**src/design/assert_macros.svh**
```systemverilog
// ----------------------------------------------------------------------------
// assert_macros.svh
// Assertion macros shared by the ASCII-to-integer parser RTL.
// ----------------------------------------------------------------------------
`ifndef ASSERT_MACROS_SVH
`define ASSERT_MACROS_SVH

// Check a condition at every clock edge outside reset.
`define ATIP_ASSERT(lbl, clk, rst_n, cond, msg) \
  lbl: assert property (@(posedge clk) disable iff (!rst_n) (cond)) else $error(msg);

// Check that an antecedent implies a consequent in the same cycle.
`define ATIP_ASSERT_IMP(lbl, clk, rst_n, ante, cons, msg) \
  lbl: assert property (@(posedge clk) disable iff (!rst_n) (ante) |-> (cons)) else $error(msg);

// Check that an antecedent implies a consequent in the next cycle.
`define ATIP_ASSERT_NXT(lbl, clk, rst_n, ante, cons, msg) \
  lbl: assert property (@(posedge clk) disable iff (!rst_n) (ante) |=> (cons)) else $error(msg);

`endif

```
**src/design/atip_pkg.sv**
```systemverilog
// ----------------------------------------------------------------------------
// atip_pkg
// Types and constants of the ASCII-to-integer parser.
// ----------------------------------------------------------------------------
package atip_pkg;

  localparam int unsigned AccW      = 64;
  localparam int unsigned CountW    = 13;
  localparam int unsigned RadixW    = 6;
  localparam int unsigned DigitW    = 4;
  localparam int unsigned DataW     = 32;
  localparam int unsigned PaddrW    = 3;
  localparam int unsigned RegIdxLsb = 2;
  localparam int unsigned QDepth    = 2;
  localparam int unsigned MaxCharsDefault = 4096;

  localparam logic [0:0] RegRadix      = 1'b0;
  localparam logic [0:0] RegSignedMode = 1'b1;

  localparam logic [RadixW-1:0] RadixReset  = 6'd10;
  localparam logic              SignedReset = 1'b1;

  localparam logic [RadixW-1:0] BaseAuto  = 6'd0;
  localparam logic [RadixW-1:0] BaseMin   = 6'd2;
  localparam logic [RadixW-1:0] BaseOctal = 6'd8;
  localparam logic [RadixW-1:0] BaseDec   = 6'd10;
  localparam logic [RadixW-1:0] BaseHex   = 6'd16;

  localparam logic [7:0] CharTab   = 8'h09;
  localparam logic [7:0] CharCr    = 8'h0d;
  localparam logic [7:0] CharSpace = 8'h20;
  localparam logic [7:0] CharPlus  = 8'h2b;
  localparam logic [7:0] CharMinus = 8'h2d;
  localparam logic [7:0] CharZero  = 8'h30;
  localparam logic [7:0] CharNine  = 8'h39;
  localparam logic [7:0] CharUpA   = 8'h41;
  localparam logic [7:0] CharUpF   = 8'h46;
  localparam logic [7:0] CharLowA  = 8'h61;
  localparam logic [7:0] CharLowF  = 8'h66;
  localparam logic [7:0] CharLowX  = 8'h78;
  localparam logic [7:0] HexTen    = 8'd10;

  typedef struct packed {
    logic [7:0] ascii_char;
    logic       final_char;
  } atip_in_t;

  typedef struct packed {
    logic [AccW-1:0]   parsed_value;
    logic [CountW-1:0] consumed_count;
  } atip_out_t;

  typedef struct packed {
    logic              final_char;
    logic              is_space;
    logic              is_sign;
    logic              is_minus;
    logic              is_zero;
    logic              is_x;
    logic              dec_ok;
    logic              hex_ok;
    logic [DigitW-1:0] digit_val;
  } atip_class_t;

  typedef struct packed {
    logic valid;
    logic full;
  } atip_qstat_t;

  typedef enum logic [2:0] {
    PhSpace,
    PhPrefix,
    PhZero,
    PhDigits,
    PhStop
  } atip_phase_e;

endpackage

```
**src/design/atip_front.sv**
```systemverilog
// ----------------------------------------------------------------------------
// atip_front
// Input handshake and per-character classification.
// ----------------------------------------------------------------------------
module atip_front (
  input  logic                  in_valid_i,
  output logic                  in_ready_o,
  input  atip_pkg::atip_in_t    in_data_i,
  input  atip_pkg::atip_qstat_t qstat_i,
  output logic                  push_o,
  output atip_pkg::atip_class_t entry_o
);

  logic [7:0] c;
  logic       is_dec;
  logic       is_low;
  logic       is_up;
  logic [7:0] dval;

  assign c = in_data_i.ascii_char;

  always_comb begin
    is_dec = (c >= atip_pkg::CharZero) && (c <= atip_pkg::CharNine);
    is_low = (c >= atip_pkg::CharLowA) && (c <= atip_pkg::CharLowF);
    is_up  = (c >= atip_pkg::CharUpA) && (c <= atip_pkg::CharUpF);
    if (is_low) begin
      dval = c - atip_pkg::CharLowA + atip_pkg::HexTen;
    end else if (is_up) begin
      dval = c - atip_pkg::CharUpA + atip_pkg::HexTen;
    end else begin
      dval = c - atip_pkg::CharZero;
    end
    entry_o.final_char = in_data_i.final_char;
    entry_o.is_space   = (c == atip_pkg::CharSpace) ||
                         ((c >= atip_pkg::CharTab) && (c <= atip_pkg::CharCr));
    entry_o.is_sign    = (c == atip_pkg::CharPlus) || (c == atip_pkg::CharMinus);
    entry_o.is_minus   = (c == atip_pkg::CharMinus);
    entry_o.is_zero    = (c == atip_pkg::CharZero);
    entry_o.is_x       = (c == atip_pkg::CharLowX);
    entry_o.dec_ok     = is_dec;
    entry_o.hex_ok     = is_dec || is_low || is_up;
    entry_o.digit_val  = dval[atip_pkg::DigitW-1:0];
  end

  assign in_ready_o = !qstat_i.full;
  assign push_o     = in_valid_i && !qstat_i.full;

endmodule

```
**src/design/atip_queue.sv**
```systemverilog
// ----------------------------------------------------------------------------
// atip_queue
// Short queue of classified characters between front and back.
// ----------------------------------------------------------------------------
module atip_queue (
  input  logic                  clk_i,
  input  logic                  rst_ni,
  input  logic                  push_i,
  input  atip_pkg::atip_class_t entry_i,
  input  logic                  pop_i,
  output atip_pkg::atip_class_t entry_o,
  output atip_pkg::atip_qstat_t qstat_o
);

  localparam int unsigned PtrW = (atip_pkg::QDepth > 1) ? $clog2(atip_pkg::QDepth) : 1;
  localparam int unsigned CntW = $clog2(atip_pkg::QDepth + 1);
  localparam logic [PtrW-1:0] PtrLast = PtrW'(atip_pkg::QDepth - 1);
  localparam logic [CntW-1:0] CntFull = CntW'(atip_pkg::QDepth);

  atip_pkg::atip_class_t mem_q [atip_pkg::QDepth];
  logic [PtrW-1:0] wptr_q, wptr_d;
  logic [PtrW-1:0] rptr_q, rptr_d;
  logic [CntW-1:0] cnt_q, cnt_d;

  always_comb begin
    wptr_d = wptr_q;
    rptr_d = rptr_q;
    cnt_d  = cnt_q;
    if (push_i) begin
      wptr_d = (wptr_q == PtrLast) ? '0 : wptr_q + 1'b1;
    end
    if (pop_i) begin
      rptr_d = (rptr_q == PtrLast) ? '0 : rptr_q + 1'b1;
    end
    if (push_i && !pop_i) begin
      cnt_d = cnt_q + 1'b1;
    end else if (pop_i && !push_i) begin
      cnt_d = cnt_q - 1'b1;
    end
  end

  always_ff @(posedge clk_i or negedge rst_ni) begin
    if (!rst_ni) begin
      wptr_q <= '0;
      rptr_q <= '0;
      cnt_q  <= '0;
    end else begin
      wptr_q <= wptr_d;
      rptr_q <= rptr_d;
      cnt_q  <= cnt_d;
    end
  end

  always_ff @(posedge clk_i) begin
    if (push_i) begin
      mem_q[wptr_q] <= entry_i;
    end
  end

  assign entry_o       = mem_q[rptr_q];
  assign qstat_o.valid = (cnt_q != '0);
  assign qstat_o.full  = (cnt_q == CntFull);

endmodule

```
**src/design/atip_back.sv**
```systemverilog
// ----------------------------------------------------------------------------
// atip_back
// Parse sequencer: sign, prefix and digit accumulation, result register.
// ----------------------------------------------------------------------------
module atip_back #(
  parameter int unsigned MaxChars = atip_pkg::MaxCharsDefault
) (
  input  logic                          clk_i,
  input  logic                          rst_ni,
  input  logic [atip_pkg::RadixW-1:0]   radix_i,
  input  logic                          signed_mode_i,
  input  atip_pkg::atip_qstat_t         qstat_i,
  input  atip_pkg::atip_class_t         entry_i,
  output logic                          pop_o,
  output logic                          out_valid_o,
  input  logic                          out_ready_i,
  output atip_pkg::atip_out_t           out_data_o
);

  localparam int unsigned CntW = $clog2(MaxChars + 1);
  localparam int unsigned ExtW = (CntW > atip_pkg::CountW) ? CntW : atip_pkg::CountW;
  localparam logic [CntW:0] SatMax = (CntW + 1)'(MaxChars);

  atip_pkg::atip_phase_e phase_q, phase_d;
  logic [atip_pkg::RadixW-1:0] base_q, base_d;
  logic                        minus_q, minus_d;
  logic [atip_pkg::AccW-1:0]   acc_q, acc_d;
  logic [CntW-1:0]             cnt_q, cnt_d;
  logic                        out_valid_q;
  atip_pkg::atip_out_t         out_q;

  logic [atip_pkg::RadixW-1:0] pre_base;
  logic [atip_pkg::RadixW-1:0] dig_base;
  logic                        do_pre;
  logic                        take_dig;
  logic                        dig_ok;
  logic [1:0]                  inc;
  logic [CntW:0]               cnt_sum;
  logic [atip_pkg::AccW-1:0]   mac;
  logic [atip_pkg::AccW-1:0]   value;
  logic [ExtW-1:0]             cnt_ext;

  assign pop_o = qstat_i.valid && (!entry_i.final_char || !out_valid_q || out_ready_i);

  always_comb begin
    phase_d  = phase_q;
    base_d   = base_q;
    minus_d  = minus_q;
    acc_d    = acc_q;
    inc      = 2'd0;
    do_pre   = 1'b0;
    take_dig = 1'b0;
    dig_base = base_q;
    pre_base = (phase_q == atip_pkg::PhSpace) ? radix_i : base_q;

    case (phase_q)
      atip_pkg::PhSpace: begin
        if (entry_i.is_space) begin
          inc = 2'd1;
        end else begin
          base_d  = radix_i;
          phase_d = atip_pkg::PhPrefix;
          if (entry_i.is_sign) begin
            minus_d = signed_mode_i && entry_i.is_minus;
            inc     = 2'd1;
          end else begin
            do_pre = 1'b1;
          end
        end
      end
      atip_pkg::PhPrefix: begin
        do_pre = 1'b1;
      end
      atip_pkg::PhZero: begin
        if (entry_i.is_x) begin
          base_d  = atip_pkg::BaseHex;
          inc     = 2'd2;
          phase_d = atip_pkg::PhDigits;
        end else begin
          if (base_q == atip_pkg::BaseAuto) begin
            base_d = atip_pkg::BaseOctal;
          end
          inc      = 2'd1;
          phase_d  = atip_pkg::PhDigits;
          take_dig = 1'b1;
          dig_base = base_d;
        end
      end
      atip_pkg::PhDigits: begin
        take_dig = 1'b1;
      end
      default: begin
      end
    endcase

    if (do_pre) begin
      if (((pre_base == atip_pkg::BaseAuto) || (pre_base == atip_pkg::BaseHex)) &&
          entry_i.is_zero && !entry_i.final_char) begin
        phase_d = atip_pkg::PhZero;
      end else if ((pre_base == atip_pkg::BaseAuto) && entry_i.is_zero) begin
        base_d  = atip_pkg::BaseOctal;
        inc     = inc + 2'd1;
        phase_d = atip_pkg::PhStop;
      end else begin
        base_d   = (pre_base == atip_pkg::BaseAuto) ? atip_pkg::BaseDec : pre_base;
        phase_d  = atip_pkg::PhDigits;
        take_dig = 1'b1;
        dig_base = base_d;
      end
    end

    dig_ok = ((dig_base inside {[atip_pkg::BaseMin:atip_pkg::BaseDec]}) && entry_i.dec_ok &&
              (atip_pkg::RadixW'(entry_i.digit_val) < dig_base)) ||
             ((dig_base == atip_pkg::BaseHex) && entry_i.hex_ok);
    mac = acc_q * atip_pkg::AccW'(dig_base) + atip_pkg::AccW'(entry_i.digit_val);

    if (take_dig) begin
      if (dig_ok) begin
        acc_d = mac;
        inc   = inc + 2'd1;
      end else begin
        phase_d = atip_pkg::PhStop;
      end
    end

    cnt_sum = {1'b0, cnt_q} + (CntW + 1)'(inc);
    cnt_d   = (cnt_sum > SatMax) ? SatMax[CntW-1:0] : cnt_sum[CntW-1:0];
    value   = minus_d ? (~acc_d + 1'b1) : acc_d;
    cnt_ext = ExtW'(cnt_d);
  end

  always_ff @(posedge clk_i or negedge rst_ni) begin
    if (!rst_ni) begin
      phase_q <= atip_pkg::PhSpace;
      base_q  <= atip_pkg::BaseAuto;
      minus_q <= 1'b0;
      acc_q   <= '0;
      cnt_q   <= '0;
    end else if (pop_o) begin
      if (entry_i.final_char) begin
        phase_q <= atip_pkg::PhSpace;
        base_q  <= atip_pkg::BaseAuto;
        minus_q <= 1'b0;
        acc_q   <= '0;
        cnt_q   <= '0;
      end else begin
        phase_q <= phase_d;
        base_q  <= base_d;
        minus_q <= minus_d;
        acc_q   <= acc_d;
        cnt_q   <= cnt_d;
      end
    end
  end

  always_ff @(posedge clk_i or negedge rst_ni) begin
    if (!rst_ni) begin
      out_valid_q <= 1'b0;
    end else if (pop_o && entry_i.final_char) begin
      out_valid_q <= 1'b1;
    end else if (out_ready_i) begin
      out_valid_q <= 1'b0;
    end
  end

  always_ff @(posedge clk_i) begin
    if (pop_o && entry_i.final_char) begin
      out_q.parsed_value   <= value;
      out_q.consumed_count <= cnt_ext[atip_pkg::CountW-1:0];
    end
  end

  assign out_valid_o = out_valid_q;
  assign out_data_o  = out_q;

endmodule

```
**src/design/ascii_to_integer_parser_top.sv**
```systemverilog
// ----------------------------------------------------------------------------
// ascii_to_integer_parser_top
// Streaming string-to-integer parser with APB register port.
// ----------------------------------------------------------------------------
//   channel  | signals                         | beat
//   ---------+---------------------------------+------------------------------
//   in       | in_valid_i/in_ready_o/in_data_i | one character, final flag
//   out      | out_valid_o/out_ready_i/out_data_o | value and consumed count
//   cfg      | psel/penable/pwrite/paddr/...   | radix at 0x0, signed_mode at 0x4
//
// One character per cycle sustained while the output takes results; the 64-bit
// multiply-add of the accumulator by the base in the back sequencer sets the cycle.
// A final character is written into the queue, popped by the back sequencer and registered as the result.
// A two-entry queue parts input acceptance from parsing; the result register
// parts parsing from the output, so either side may stall independently.
// Reset restores radix 10, signed_mode 1 and an empty parse; no clearing pass.
// ----------------------------------------------------------------------------
`include "assert_macros.svh"

module ascii_to_integer_parser_top #(
  parameter int unsigned MaxChars = atip_pkg::MaxCharsDefault
) (
  input  logic                          clk_i,
  input  logic                          rst_ni,
  input  logic                          in_valid_i,
  output logic                          in_ready_o,
  input  atip_pkg::atip_in_t            in_data_i,
  output logic                          out_valid_o,
  input  logic                          out_ready_i,
  output atip_pkg::atip_out_t           out_data_o,
  input  logic                          psel,
  input  logic                          penable,
  input  logic                          pwrite,
  input  logic [atip_pkg::PaddrW-1:0]   paddr,
  input  logic [atip_pkg::DataW-1:0]    pwdata,
  output logic [atip_pkg::DataW-1:0]    prdata,
  output logic                          pready
);

  logic [atip_pkg::RadixW-1:0] radix_q;
  logic                        signed_mode_q;
  logic [0:0]                  reg_idx;
  logic                        cfg_we;

  logic                  push;
  logic                  pop;
  atip_pkg::atip_class_t front_entry;
  atip_pkg::atip_class_t q_entry;
  atip_pkg::atip_qstat_t qstat;

  assign reg_idx = paddr[atip_pkg::RegIdxLsb];
  assign cfg_we  = psel && penable && pwrite;
  assign pready  = 1'b1;

  always_ff @(posedge clk_i or negedge rst_ni) begin
    if (!rst_ni) begin
      radix_q       <= atip_pkg::RadixReset;
      signed_mode_q <= atip_pkg::SignedReset;
    end else if (cfg_we) begin
      case (reg_idx)
        atip_pkg::RegRadix:      radix_q       <= pwdata[atip_pkg::RadixW-1:0];
        atip_pkg::RegSignedMode: signed_mode_q <= pwdata[0];
        default: begin
        end
      endcase
    end
  end

  always_comb begin
    case (reg_idx)
      atip_pkg::RegRadix:      prdata = atip_pkg::DataW'(radix_q);
      atip_pkg::RegSignedMode: prdata = atip_pkg::DataW'(signed_mode_q);
      default:                 prdata = '0;
    endcase
  end

  atip_front u_front (
    .in_valid_i (in_valid_i),
    .in_ready_o (in_ready_o),
    .in_data_i  (in_data_i),
    .qstat_i    (qstat),
    .push_o     (push),
    .entry_o    (front_entry)
  );

  atip_queue u_queue (
    .clk_i   (clk_i),
    .rst_ni  (rst_ni),
    .push_i  (push),
    .entry_i (front_entry),
    .pop_i   (pop),
    .entry_o (q_entry),
    .qstat_o (qstat)
  );

  atip_back #(
    .MaxChars (MaxChars)
  ) u_back (
    .clk_i         (clk_i),
    .rst_ni        (rst_ni),
    .radix_i       (radix_q),
    .signed_mode_i (signed_mode_q),
    .qstat_i       (qstat),
    .entry_i       (q_entry),
    .pop_o         (pop),
    .out_valid_o   (out_valid_o),
    .out_ready_i   (out_ready_i),
    .out_data_o    (out_data_o)
  );

  `ATIP_ASSERT_IMP(a_final_pop_slot, clk_i, rst_ni, pop && q_entry.final_char, !out_valid_o || out_ready_i, "final beat popped while result slot busy")
  `ATIP_ASSERT_NXT(a_out_drain, clk_i, rst_ni, out_valid_o && out_ready_i && !(pop && q_entry.final_char), !out_valid_o, "result slot not released after beat")
  `ATIP_ASSERT_NXT(a_push_lands, clk_i, rst_ni, in_valid_i && in_ready_o, qstat.valid, "accepted beat missing from queue")

endmodule
```
**config.mk**
```make
export PLATFORM = sky130hd
export DESIGN_NAME = ascii_to_integer_parser_top
export DESIGN_NICKNAME = d
export VERILOG_FILES = /design/src/design/atip_pkg.sv /design/src/design/atip_front.sv /design/src/design/atip_queue.sv /design/src/design/atip_back.sv /design/src/design/ascii_to_integer_parser_top.sv
export VERILOG_INCLUDE_DIRS = /design/src /design/src/design
export SDC_FILE = /design/constraint.sdc
export NUM_CORES = 1
export LEC_CHECK = 0
export BUFFER_PORTS_ARGS = -buffer_cell sky130_fd_sc_hd__buf_2
export CAP_MARGIN = 20
export CORE_MARGIN = 2
export CORE_UTILIZATION = 42
export CTS_BUF_LIST = sky130_fd_sc_hd__clkbuf_2 sky130_fd_sc_hd__clkbuf_4 sky130_fd_sc_hd__clkbuf_8
export DETAILED_ROUTE_END_ITERATION = 8
export SETUP_SLACK_MARGIN = 0.3
export SYNTH_ARGS = -nofsm -noshare
export SYNTH_HDL_FRONTEND = slang
export SYNTH_HIERARCHICAL = 1
export SYNTH_SLANG_ARGS = --single-unit
```
**constraint.sdc**
```tcl
create_clock -name clk_i -period 9.8 [get_ports clk_i]
set_input_delay 1.96 -clock clk_i [delete_from_list [all_inputs] [get_ports clk_i]]
set_output_delay 1.96 -clock clk_i [all_outputs]
set_load 0.01 [all_outputs]
```
==> results of run 1 <==
-- timing repair --
action | in CTS | in global routing
setup buffers | 0 | 4
resized for setup | 0 | 15
endpoints found under the setup margin | 0 | 22
hold buffers | 0 | 0
-- final timing paths --
kind	from	endpoint	slack [ps]	cells after the start
worst min register to register	u_queue/wptr_q	u_queue/wptr_q	500	1
max in group asynchronous	rst_ni	u_back/acc_q[23]	7080	2
worst max-delay path	u_queue/rptr_q	u_back/out_data_o[74]	590	25
min in group asynchronous	rst_ni	u_back/cnt_q[7]	1360	1
worst min-delay path	u_queue/wptr_q	u_queue/wptr_q	500	1
worst max register to register	u_queue/rptr_q	u_back/out_data_o[74]	590	25
-- flip-flops by register name, indices dropped and copies added, names as in the netlist --
name and flops:
u_back/out_data_o 77, u_back/acc_q 64, u_queue/mem_q 24, u_back/cnt_q 13, radix_q 6, u_back/base_q 6
u_back/phase_q 3, u_queue/cnt_q 2, signed_mode_q 1, u_back/minus_q 1, u_back/out_valid_o 1, u_queue/rptr_q 1
u_queue/wptr_q 1
-- metrics by stage --
step / hold WS, ps / total power [W]
after floorplan: 447 / 0.00318
after global placement: 466 / 0.00438
after detailed placement: 478 / 0.00441
after CTS: 501 / 0.00503
after global routing: 514 / 0.00544
final: 502 / 0.00514
-- cell families (layout without fill, tap and decap cells) --
family	count (synthesis)	count (layout)
AOI/OAI and AO/OA	567	567
xor gates and xnor gates	126	126
adders and majority gates	380	380
buffers and inverters	277	271
DFF	200	200
muxes	74	74
other	2	27
and+or+nand+nor	982	983
-- Yosys cell counts (8+ instances only) --
library cell	instances	area share
nor2_1	121	0.019
o211ai_1	17	0.0053
mux2_4	9	0.0056
a22o_1	29	0.010
and2_1	286	0.074
o31ai_1	22	0.0068
xor2_1	50	0.018
o31a_1	8	0.0029
nand4_1	30	0.0077
a31oi_1	25	0.0065
nand2b_1	19	0.0049
dfrtp_1	96	0.099
ha_1	141	0.073
nand2_1	227	0.035
fa_1	239	0.20
a21oi_1	142	0.029
o21a_1	22	0.0068
buf_2	14	0.0029
edfxtp_1	101	0.13
o21bai_1	15	0.0046
or3_1	30	0.0077
a21o_1	34	0.011
or4_1	13	0.0040
or2_2	14	0.0036
buf_4	29	0.0090
nand3_1	34	0.0070
clkbuf_1	143	0.022
nor3_1	59	0.012
o21ai_1	10	0.0021
xnor2_1	76	0.027
and3_1	78	0.020
mux2_2	17	0.0079
inv_1	84	0.013
a211oi_1	17	0.0053
nor4_1	14	0.0036
nor2b_1	14	0.0036
o21ai_0	139	0.029
mux2i_1	48	0.020
-- per-layer routing --
layer	track usage	up-vias	wire [um]
met2	0.402	755	34200
met1	0.350	10118	32600
li1	-	9130	-
met5	0	-	0
met3	0.0431	101	5370
met4	0.0671	0	1520
-- worst reg2reg max path, stage by stage (launching register included) --
cell	delay, ps
dfrtp_1	540
mux2_4	420
or3_1	470
nor2_1	230
o311ai_0	260
nand2_1	190
buf_4	360
and2_1	220
fa_1	440
fa_1	540
fa_1	510
ha_1	310
ha_1	380
a21oi_1	240
o211ai_1	200
buf_4	190
a21oi_1	320
o21ai_0	190
xor2_1	220
or3_1	380
or4_1	630
nand4b_1	290
o2bb2a_4	400
or4b_4	550
o31ai_2	270
xor2_1	300
-- area by class of cell --
class	instances	area (um^2)
inverter	84	315
tap	765	957
timing repair buffer	155	911
sequential	200	5510
clock buffer	18	241
multi-input combinational	2157	17800
clock inverter	14	171
fill	5547	31500
-- where the power goes --
part	leakage (nW)	total, W	internal (W)	switching, W
registers	2.33	0.00134	0.00119	0.000152
clock network	0.209	0.000594	0.000219	0.000375
logic	9.73	0.00320	0.000974	0.00222
total	12.3	0.00514	0.00239	0.00275
==> results.ini, run 1 <==
[floorplan]
rows = 88
die_area_um2 = 59600
die_height_um = 244
ioPinCount = 163
die_x_um = 244
initial_core_util = 0.422
core_area_um2 = 57400

[global_routing]
grt_max_degree = 63
grt_pass1_vias = 20360
antenna_found_initial = 0
gr-total-overflow = 0
grt_pass1_wl_um = 117000
grt_use_total = 0.251

[route]
drcViolationCount = 0
drt_iter0_drc = 1599
drtAntennaViolNets = 0
routed_wl_um = 73700
via_per_inst = 5.93
drt-wirelength-per-cell_um = 21.7
via_count = 20104
dr.pass1.iters = 5

[pwr]
leakage_nw = 12.3
vdd_ir_drop_max_uv = 288
p_per_area_nw_per_um2 = 198

[clock_tree]
clockBufferDepth = 2
cts_tree = yes
cts_buffers = 17
clock_latency_ps = 600
htree_levels = 4
clk_pin_slew_ps = 120
cts_num_sinks = 200
cts_root_buf = clkbuf_8

[placed_design]
dp_hpwl_um = 54600
place_area_um2 = 25300
port_buffers = 107
post-place-cells = 3355
pre_cts_ws_ps = 494
gp_congestion = 0.918

[yosys]
synth.distinct_cells = 97
avgSynthCellArea_um2 = 9.29
synthCells = 2608
ys_seq_area_frac = 0.228
synth-compound-area-share = 0.155
ys_ff_latch = 200
synth-xor-area-share = 0.0456
synth_top_family_by_area = adder cells
yosys_warnings = 6
synth_edf_count = 101
synth_fa_ha_area_frac = 0.270
ys.flop_type = edfxtp_1
synthSimpleGateAreaFrac = 0.219
async_reset_ff_frac = 0.495
synth.area.mux_share = 0.0333
synth_area_um2 = 24200

[timing]
fin_tns_setup_ps = 0
setup_viol = 0
fmax_mhz = 109
finalClockSkew_ps = 29.5
worst_slack_ps = 589
slew_viol_final = 0
slew_headroom = 0.326
fin_crit_ps = 9210
hold_viol_final = 0
min_period_over_period = 0.940
grt_setup_unrepaired = false
worst_pin_slew_ps = 985

[finish]
fin_nets = 3046
final_util = 0.451
final_cell_mix = 286 x and2_1, 239 x fa_1, 224 x nand2_1
final_common_cell = and2_1
area_growth_pct = 6.81
drive_gt1_frac = 0.106
final_area_um2 = 25900
final_cells = 3393
diodes = 0

[hold_path]
min_path_type = reg -> reg

[worst_setup_path]
cp_common_cell = fa_1
setup.worst_path.class = reg -> reg
cp.buffers_inverters = 2
required_ps = 10200
path_max_fanout = 29
slowest_delay_ps = 620
crit_path_top_delay_cell = or4_1
start_kind = flop
endpoint_kind = flop
cp_data_arrival_time_ps = 9620
path_delay_family = simple AND/OR/NAND/NOR gates

[run]
maxCapViolCount = 0

[status]
status = finished clean

(Power assumes the default switching activity.)
==> inputs of run 2 (changes only) <==
==> constraint.sdc (replaced) <==
create_clock -name clk_i -period 11.8 [get_ports clk_i]
set_input_delay 2.36 -clock clk_i [delete_from_list [all_inputs] [get_ports clk_i]]
set_output_delay 2.36 -clock clk_i [all_outputs]
set_load 0.01 [all_outputs]
==> run 2 against run 1 <==
  * Global-route usage hardly changed
  * Total power is 19% lower
  * Register-to-register slack better by 1000 ps
  * Largest power group unchanged
==> results.ini, run 2 (synthesized netlist as in run 1, its figures left out) <==
[pwr]
vdd_ir_drop_max_uv = 197  ; was 288 uV
clockPowerShare = 0.122  ; was 0.116
intPower_w = 0.00192  ; was 0.00239 W
leakage_nw = 12.2  ; was 12.3 nW
power.total_w = 0.00415  ; was 0.00514 W
combinationalPowerShare = 0.608  ; was 0.623
p_per_area_nw_per_um2 = 162  ; was 198 nW/um^2
p_switching_w = 0.00224  ; was 0.00275 W
swShare = 0.538  ; was 0.536
p_seq_frac = 0.270  ; was 0.262

[hold_path]
hold_end = u_queue/wptr_q  ; unchanged
worstHoldPathCells = 1  ; unchanged
min_from = u_queue/wptr_q  ; unchanged
min_path_type = reg -> reg  ; unchanged

[timing]
finalClockSkew_ps = 36.2  ; was 29.5 ps
hold_viol_final = 0  ; unchanged
fin_tns_setup_ps = 0  ; unchanged
fin_crit_ps = 10210  ; was 9210 ps
slew_headroom = 0.339  ; was 0.326
fmax_mhz = 97.9  ; was 109 MHz
worst_slack_ps = 1590  ; was 589 ps
worst_pin_slew_ps = 991  ; was 985 ps
setup_viol = 0  ; unchanged
min_period_over_period = 0.866  ; was 0.940
grt_setup_unrepaired = false  ; unchanged
slew_viol_final = 0  ; unchanged

[worst_setup_path]
setup.worst_path.class = reg -> reg  ; unchanged
cp_common_cell = fa_1  ; unchanged
cp_data_arrival_time_ps = 10620  ; was 9620 ps
start_kind = flop  ; unchanged
r2r_cells = 25  ; unchanged
endpoint_kind = flop  ; unchanged
slowest_delay_ps = 800  ; was 620 ps
r2r_setup_slack_ps = 1590  ; was 590 ps
path_max_fanout = 35  ; was 29
r2r-end = u_back/out_data_o[73]  ; was u_back/out_data_o[74]
r2r-start = u_queue/rptr_q  ; unchanged
required_ps = 12200  ; was 10,200 ps
crit_path_top_delay_cell = dfrtp_1  ; was or4_1

[clock_tree]
hold_buffers = 0  ; unchanged
htree_levels = 4  ; unchanged
clk_pin_slew_ps = 130  ; was 120 ps
clock_latency_ps = 600  ; about the same
clockBufferDepth = 2  ; unchanged
post_cts_buffers = 0  ; unchanged
cts_buffers = 17  ; unchanged
cts_tree = yes  ; unchanged
cts_num_sinks = 200  ; unchanged
cts_resized = 0  ; unchanged
cts_root_buf = clkbuf_8  ; unchanged

[finish]
area_growth_pct = 5.99  ; was 6.81%
final_common_cell = and2_1  ; unchanged
largest_reg_flops = 77  ; unchanged
drive_gt1_frac = 0.0949  ; was 0.106
final_cells = 3370  ; was 3,393
fin_nets = 3021  ; was 3,046
final_cell_mix = 286 x and2_1, 239 x fa_1, 225 x nand2_1  ; was 286 x and2_1, 239 x fa_1, 224 x nand2_1

[run]
maxCapViolCount = 0  ; unchanged

[floorplan]
rows = 88  ; unchanged
die_x_um = 244  ; unchanged
die_area_um2 = 59600  ; unchanged
die_height_um = 244  ; unchanged
initial_core_util = 0.422  ; unchanged
ioPinCount = 163  ; unchanged
core_area_um2 = 57400  ; unchanged

[route]
drcViolationCount = 0  ; unchanged
dr.pass1.iters = 6  ; was 5
via_per_inst = 5.91  ; was 5.93
drt_iter0_drc = 1534  ; was 1,599
routed_wl_um = 72800  ; was 73,700 um
via_count = 19907  ; was 20,104
drt-wirelength-per-cell_um = 21.6  ; was 21.7 um
drtAntennaViolNets = 0  ; unchanged

[global_routing]
gr-total-overflow = 0  ; unchanged
grt_max_degree = 64  ; was 63
grt_pass1_wl_um = 117000  ; about the same
grt_use_total = 0.250  ; was 0.251
grt_pass1_vias = 20468  ; was 20,360
antenna_found_initial = 4  ; was 0

[placed_design]
gp_congestion = 0.937  ; was 0.918
pre_cts_ws_ps = 1460  ; was 494 ps
post-place-cells = 3334  ; was 3,355
port_buffers = 107  ; unchanged
dp_hpwl_um = 53900  ; was 54,600 um

[status]
status = finished clean  ; unchanged

==> run 2: through the flow <==
stage	util	instance area, um^2	hold slack [ps]
3_5_place_dp	0.439	25200	471
4_1_cts	0.447	25600	491
6_report	0.448	25700	490
3_3_place_gp	0.439	25200	467
2_1_floorplan	-	24300	447
5_1_grt	0.448	25700	518
==> run 2: cell type report <==
cell class	instances	area, um^2
antenna	2	5.00
clock buffer	18	241
clock inverter	14	201
fill	5513	31700
inverter	84	315
multi-input combinational	2156	17700
sequential	200	5510
tap	765	957
timing repair buffer	131	758
==> run 2: per-layer routing <==
layer | GRT usage | up-vias | share of wire
met4 | 0.0730 | 0 | 0.022
met5 | 0 | - | 0
met3 | 0.0415 | 96 | 0.065
met2 | 0.394 | 728 | 0.46
met1 | 0.355 | 10013 | 0.46
li1 | - | 9070 | -
==> run 2: critical path, delay by kind of cell (launching register included) <==
| kind | cells | cell delay (ps) |
|---|---|---|
| buf+inv | 1 | 550 |
| fa+ha+maj | 5 | 2210 |
| mux | 1 | 450 |
| xor+xnor | 1 | 300 |
| compound gates | 11 | 3400 |
| simple gates | 6 | 2300 |
| flops | 1 | 800 |
==> run 2: worst max path at each step <==
| stage | start | end | slack, ps | cells past startpoint |
|---|---|---|---|---|
| floorplan | u_queue/rptr_q | u_back/out_data_o[74] | 3760 | 27 |
| global placement | u_queue/rptr_q | u_back/out_data_o[73] | 1480 | 24 |
| detailed placement | u_queue/rptr_q | u_back/out_data_o[73] | 1460 | 23 |
| CTS | u_queue/rptr_q | u_back/out_data_o[73] | 1460 | 23 |
| global route | u_queue/rptr_q | u_back/out_data_o[73] | 1120 | 22 |
| finish | u_queue/rptr_q | u_back/out_data_o[73] | 1590 | 25 |
==> run 2: power by group through the flow <==
stage               combinational, W  clock [W]  sequential (W)
CTS                          0.00247   0.000526         0.00112
global placement             0.00244          0         0.00113
floorplan                    0.00150          0         0.00115
detailed placement           0.00246          0         0.00113
finish                       0.00253   0.000508         0.00112
global route                 0.00271   0.000546         0.00114
